**src/rtl/pcfl_pkg.sv**
```systemverilog
`timescale 1ns / 1ps
`default_nettype none

package pcfl_pkg;

    // Request kinds
    localparam logic KIND_ALLOC = 1'b0;
    localparam logic KIND_FREE  = 1'b1;

    // Result status codes
    localparam logic [1:0] RSP_OK  = 2'd0;
    localparam logic [1:0] RSP_OOM = 2'd1;
    localparam logic [1:0] RSP_BAD = 2'd2;

    // Configuration register indexes
    localparam int CFG_IDX_W = 1;
    localparam logic [CFG_IDX_W-1:0] CFG_LOW_LIMIT  = 1'b0;
    localparam logic [CFG_IDX_W-1:0] CFG_HIGH_LIMIT = 1'b1;

    typedef struct packed {
        logic        kind;
        logic [2:0]  cpu;
        logic [31:0] addr;
    } req_t;

    typedef struct packed {
        logic [31:0] page_addr;
        logic [1:0]  status;
    } rsp_t;

    typedef enum logic [1:0] {
        ST_IDLE,
        ST_DECIDE,
        ST_POP
    } state_t;

    // Controller to datapath
    typedef struct packed {
        logic load;      // latch the accepted request
        logic do_free;   // check address, push if good, post result
        logic rd_issue;  // pick a list and read the link of its head
        logic do_pop;    // unlink the head and post its address
        logic do_oom;    // post out of memory
    } cmd_t;

    // Datapath to controller
    typedef struct packed {
        logic is_free;
        logic found;
        logic out_busy;
    } sts_t;

endpackage

`default_nettype wire

```
**src/rtl/pcfl_ctrl.sv**
```systemverilog
`timescale 1ns / 1ps
`default_nettype none

module pcfl_ctrl (
    input  wire logic           clk,
    input  wire logic           rst_n,
    input  wire logic           req_valid,
    output logic                req_ready,
    input  wire pcfl_pkg::sts_t sts,
    output pcfl_pkg::cmd_t      cmd
);

    import pcfl_pkg::*;

    state_t state_reg;
    state_t state_next;

    always_ff @(posedge clk or negedge rst_n)
    begin
        if (!rst_n)
        begin
            state_reg <= ST_IDLE;
        end
        else
        begin
            state_reg <= state_next;
        end
    end

    always_comb
    begin
        state_next = state_reg;
        cmd        = '0;
        req_ready  = 1'b0;
        unique case (state_reg)
            ST_IDLE:
            begin
                req_ready = 1'b1;
                if (req_valid)
                begin
                    cmd.load   = 1'b1;
                    state_next = ST_DECIDE;
                end
            end
            ST_DECIDE:
            begin
                priority if (sts.is_free)
                begin
                    if (!sts.out_busy)
                    begin
                        cmd.do_free = 1'b1;
                        state_next  = ST_IDLE;
                    end
                end
                else if (sts.found)
                begin
                    cmd.rd_issue = 1'b1;
                    state_next   = ST_POP;
                end
                else
                begin
                    if (!sts.out_busy)
                    begin
                        cmd.do_oom = 1'b1;
                        state_next = ST_IDLE;
                    end
                end
            end
            ST_POP:
            begin
                // hold until the result slot frees up
                if (!sts.out_busy)
                begin
                    cmd.do_pop = 1'b1;
                    state_next = ST_IDLE;
                end
            end
            default:
            begin
                state_next = ST_IDLE;
            end
        endcase
    end

endmodule

`default_nettype wire

```
**config.mk**
```make
export PLATFORM = sky130hd
export DESIGN_NAME = pcfl_ctrl
export DESIGN_NICKNAME = d
export VERILOG_FILES = /design/src/rtl/pcfl_pkg.sv /design/src/rtl/pcfl_ctrl.sv
export SDC_FILE = /design/constraint.sdc
export NUM_CORES = 1
export LEC_CHECK = 0
export BUFFER_PORTS_ARGS = -buffer_cell sky130_fd_sc_hd__buf_2
export CELL_PAD_IN_SITES_DETAIL_PLACEMENT = 1
export CELL_PAD_IN_SITES_GLOBAL_PLACEMENT = 1
export CORE_AREA = 2 2 39 41
export DETAILED_ROUTE_END_ITERATION = 8
export DIE_AREA = 0 0 41 43
export HOLD_SLACK_MARGIN = 0.08
export PLACE_DENSITY_LB_ADDON = 0.1
export SYNTH_ARGS = -nofsm -noshare
export SYNTH_HDL_FRONTEND = slang
export SYNTH_SLANG_ARGS = --single-unit
```
**constraint.sdc**
```tcl
create_clock -name clk -period 1.25 [get_ports clk]
set_clock_uncertainty 0.1 [all_clocks]
set_input_delay 0.125 -clock clk [delete_from_list [all_inputs] [get_ports clk]]
set_output_delay 0.125 -clock clk [all_outputs]
set_load 0.005 [all_outputs]
```
==> metrics list <==
- DR WL/cell: 9.06 um
- Number of global-route vias before repair: 197
- For the worst setup path, the data required time is 1.02 ns.
* Total Neg Setup Slack: -0.113 ns
* Total global routing track utilization: 7.03%
- Std-Cell Rows: 14
- Clock tree root driver cell: sky130_fd_sc_hd__clkbuf_4
- Top cell type by total area after synthesis: sky130_fd_sc_hd__dfrtp_1
* Worst-path fanout max: 3
* Number of warnings issued by yosys: 0
* Distinct cell type count of the synthesized netlist: 13
- Final setup vio count: 3
* Data arrival at the endpoint of the critical path: 1.07 ns
- Clock latency on the worst-skew pair: 0.22 ns
- Max Transition Viols Final: 0
- Most frequent cells after synthesis: sky130_fd_sc_hd__dfrtp_1, sky130_fd_sc_hd__nor3b_1
* Initial Util: 10.1%
- For this run, the top clock speed supported by timing is 0.773 GHz.
- The flow ran to the end, but the final reports show violations.
* Number of vias per cell after detailed routing: 3.70
- Synthesis handed over a netlist of 15 instances.
- Buffers inserted during clock tree synthesis total 3.
* Startpoint type of the worst setup path: flip-flop
* Largest register FFs: 2
- RSZ-0062 raised after global routing: true
- Global-route congestion overflow total: 0
- Worst-margin pin slew: 0.213 ns
- Clock edge transition at the registers on the reported setup and hold paths: 0.03 ns
- After routing the design area is 295 um^2.
* Kind of path behind the tightest hold check: input pin to asynchronous set/reset pin
- The detailed router placed 185 vias in this run.
* Placement Cell Area: 215 um^2
- Across the run, the number of max-cap violations was 0.
- Io pins: 12
* Synth area leaders: sky130_fd_sc_hd__dfrtp_1, sky130_fd_sc_hd__nor3b_1, sky130_fd_sc_hd__nand2b_4, sky130_fd_sc_hd__nor3b_2, sky130_fd_sc_hd__a31o_1
- Final weighted congestion in routability-driven placement: 0.614
* Number of port buffers: 11
* Fraction of post-synthesis cell area in the top cell type by area: 35.7%
- Largest net degree at the start of global routing: 6
- The worst setup path is captured at an output port.
- Together, buffers and inverters on the worst path number 1.
- The die is 41 um wide.
- Summed over all layers, the routed wires come to 453 um.
- The die covers 1760 um^2.
* Leak Pwr: 0.147 nW
- After layout, the worst path uses 103% of the clock period.
* Number of enable-type register cells in the synthesized netlist: 0
- A synthesized cell averages 9.34 um^2.
- Longest Clk Path Bufs: 2
- Cell area after technology mapping: 140 um^2
- For flop-to-flop paths, the worst setup slack is 0.16 ns.
- Part of the Yosys area used for sequential elements: 35.7%
* Number of detailed-routing iterations run before antenna repair: 2
- Count of clock tree sinks: 2
* FILL cells: 170
- H-tree depth: 1
* Number of antenna violations at the first check in global routing: 0
- Fraction of registers with async set or reset after synthesis: 100%
- Counting flops and latches in the post-synthesis netlist gives 2.
* Post-DRT Antenna Nets: 0
- The HPWL after detailed placement is 332 um.
* NumNets Final: 42
* Number of remaining DRC errors: 0
- After floorplanning, the core was sized to cover 1380 um^2.
- Power density normalized to cell area: 1230 nW/um^2
- Total power for the finished layout comes to 0.362 mW.
* Uppermost signal routing layer after detailed routing: met3
- Among all flip-flop cells after synthesis, the most frequent one is sky130_fd_sc_hd__dfrtp_1.
* Hold Fails Final Rpt: 0
* CP max-delay cell: sky130_fd_sc_hd__dfrtp_1
* Amount of wire on met3 after detailed routing: 20 um
- The worst setup path is of the flip-flop to output port kind.
* Final worst-path setup slack: -0.0433 ns
* Largest vdd supply drop: 0.518 mV
- Number of diodes: 0
* WHS: 0.108 ns
* Min cycle time layout: 1.29 ns
- Largest incremental delay on the critical path: 0.37 ns
- Vertical extent of the die: 43 um
- The detailed router put a total of 185 um of wire on met1.
- Syn_nets: 21
* Wire length of the first global-routing pass: 786 um
* Count of routing violations after the opening detailed-route iteration: 1
* Met2 wire len: 247 um
* Category of cells accounting for the largest share of critical-path delay: flip-flops
- Traced cell by cell, the critical path runs through nand2b_4, nor4_1, buf_2.
* Growth of design area from synthesis to finish: 111%
- TritonCTS built the clock tree.
- Headroom to the max-slew limit: 85.7%
* Final core occ: 21.3%
* Layout cells sized above 1: 64.7%
- The final reports fail on negative setup slack.
final timing paths:
path | to | depth (start not counted) | startpoint
setup / recovery | cmd[0] | 3 | state_reg[1]$_DFFE_PN0P_
hold / removal | state_reg[1]$_DFFE_PN0P_ | 2 | rst_n
setup reg to reg | state_reg[1]$_DFFE_PN0P_ | 4 | state_reg[0]$_DFFE_PN0P_
hold reg to reg | state_reg[0]$_DFFE_PN0P_ | 2 | state_reg[1]$_DFFE_PN0P_
max in group asynchronous | state_reg[0]$_DFFE_PN0P_ | 2 | rst_n
min in group clk | state_reg[1]$_DFFE_PN0P_ | 2 | sts[0]
stage by stage:
step | std cells | worst slack (ns)
final | 50 | -0.0433
after global routing | 50 | -0.108
after CTS | 50 | -0.0972
after detailed placement | 42 | 0.132
after global placement | 42 | 0.110
after floorplan | 15 | 0.240
power breakdown:
group	switching [mW]	total [mW]	internal, mW	leakage (nW)
clock network	0.0358	0.142	0.106	0.0138
logic	0.0552	0.125	0.0701	0.109
registers	0.0168	0.0950	0.0782	0.0247
layer usage:
| metal | GRT usage [%] | vias to the layer above |
|---|---|---|
| met5 | 0 | - |
| met4 | 4.00 | 0 |
| met3 | 4.71 | 0 |
| met2 | 10.9 | 4 |
| met1 | 6.43 | 89 |
| li1 | - | 92 |
layout make-up:
class / instances / area (um^2) / area share, %
Multi-Input combinational cell: 12 / 100 / 33.9
Timing Repair Buffer: 16 / 97.6 / 33.1
Sequential cell: 2 / 51.3 / 17.4
Clock buffer: 3 / 22.5 / 7.63
Tap cell: 16 / 20.0 / 6.78
Inverter: 1 / 3.75 / 1.27
layout by cell type (no fill, tap or decap), drive strengths merged, types with 2 or more instances in the layout:
master,netlist,layout
nor3b,3,3
nand2b,2,2
buf,0,14
dfrtp,2,2
dlygate4sd3,0,2
clkbuf,0,3
what timing repair did:
item                                    CTS  global route
endpoints found under the hold margin     3             0
endpoints found under the setup margin    5             6
pin swaps                                 1             2
buffers inserted                          3             1
hold buffers                              2             0
gates resized for setup                   1             3
cells by family (layout without fill, tap and decap cells):
kind of cell,count (synthesis),count (layout),synth area share (%)
simple gates,10,10,51.8
compound gates,2,2,9.82
flops,2,2,35.7
buf+inv,1,20,2.68
No activity file was read; power rests on OpenSTA's default activity.
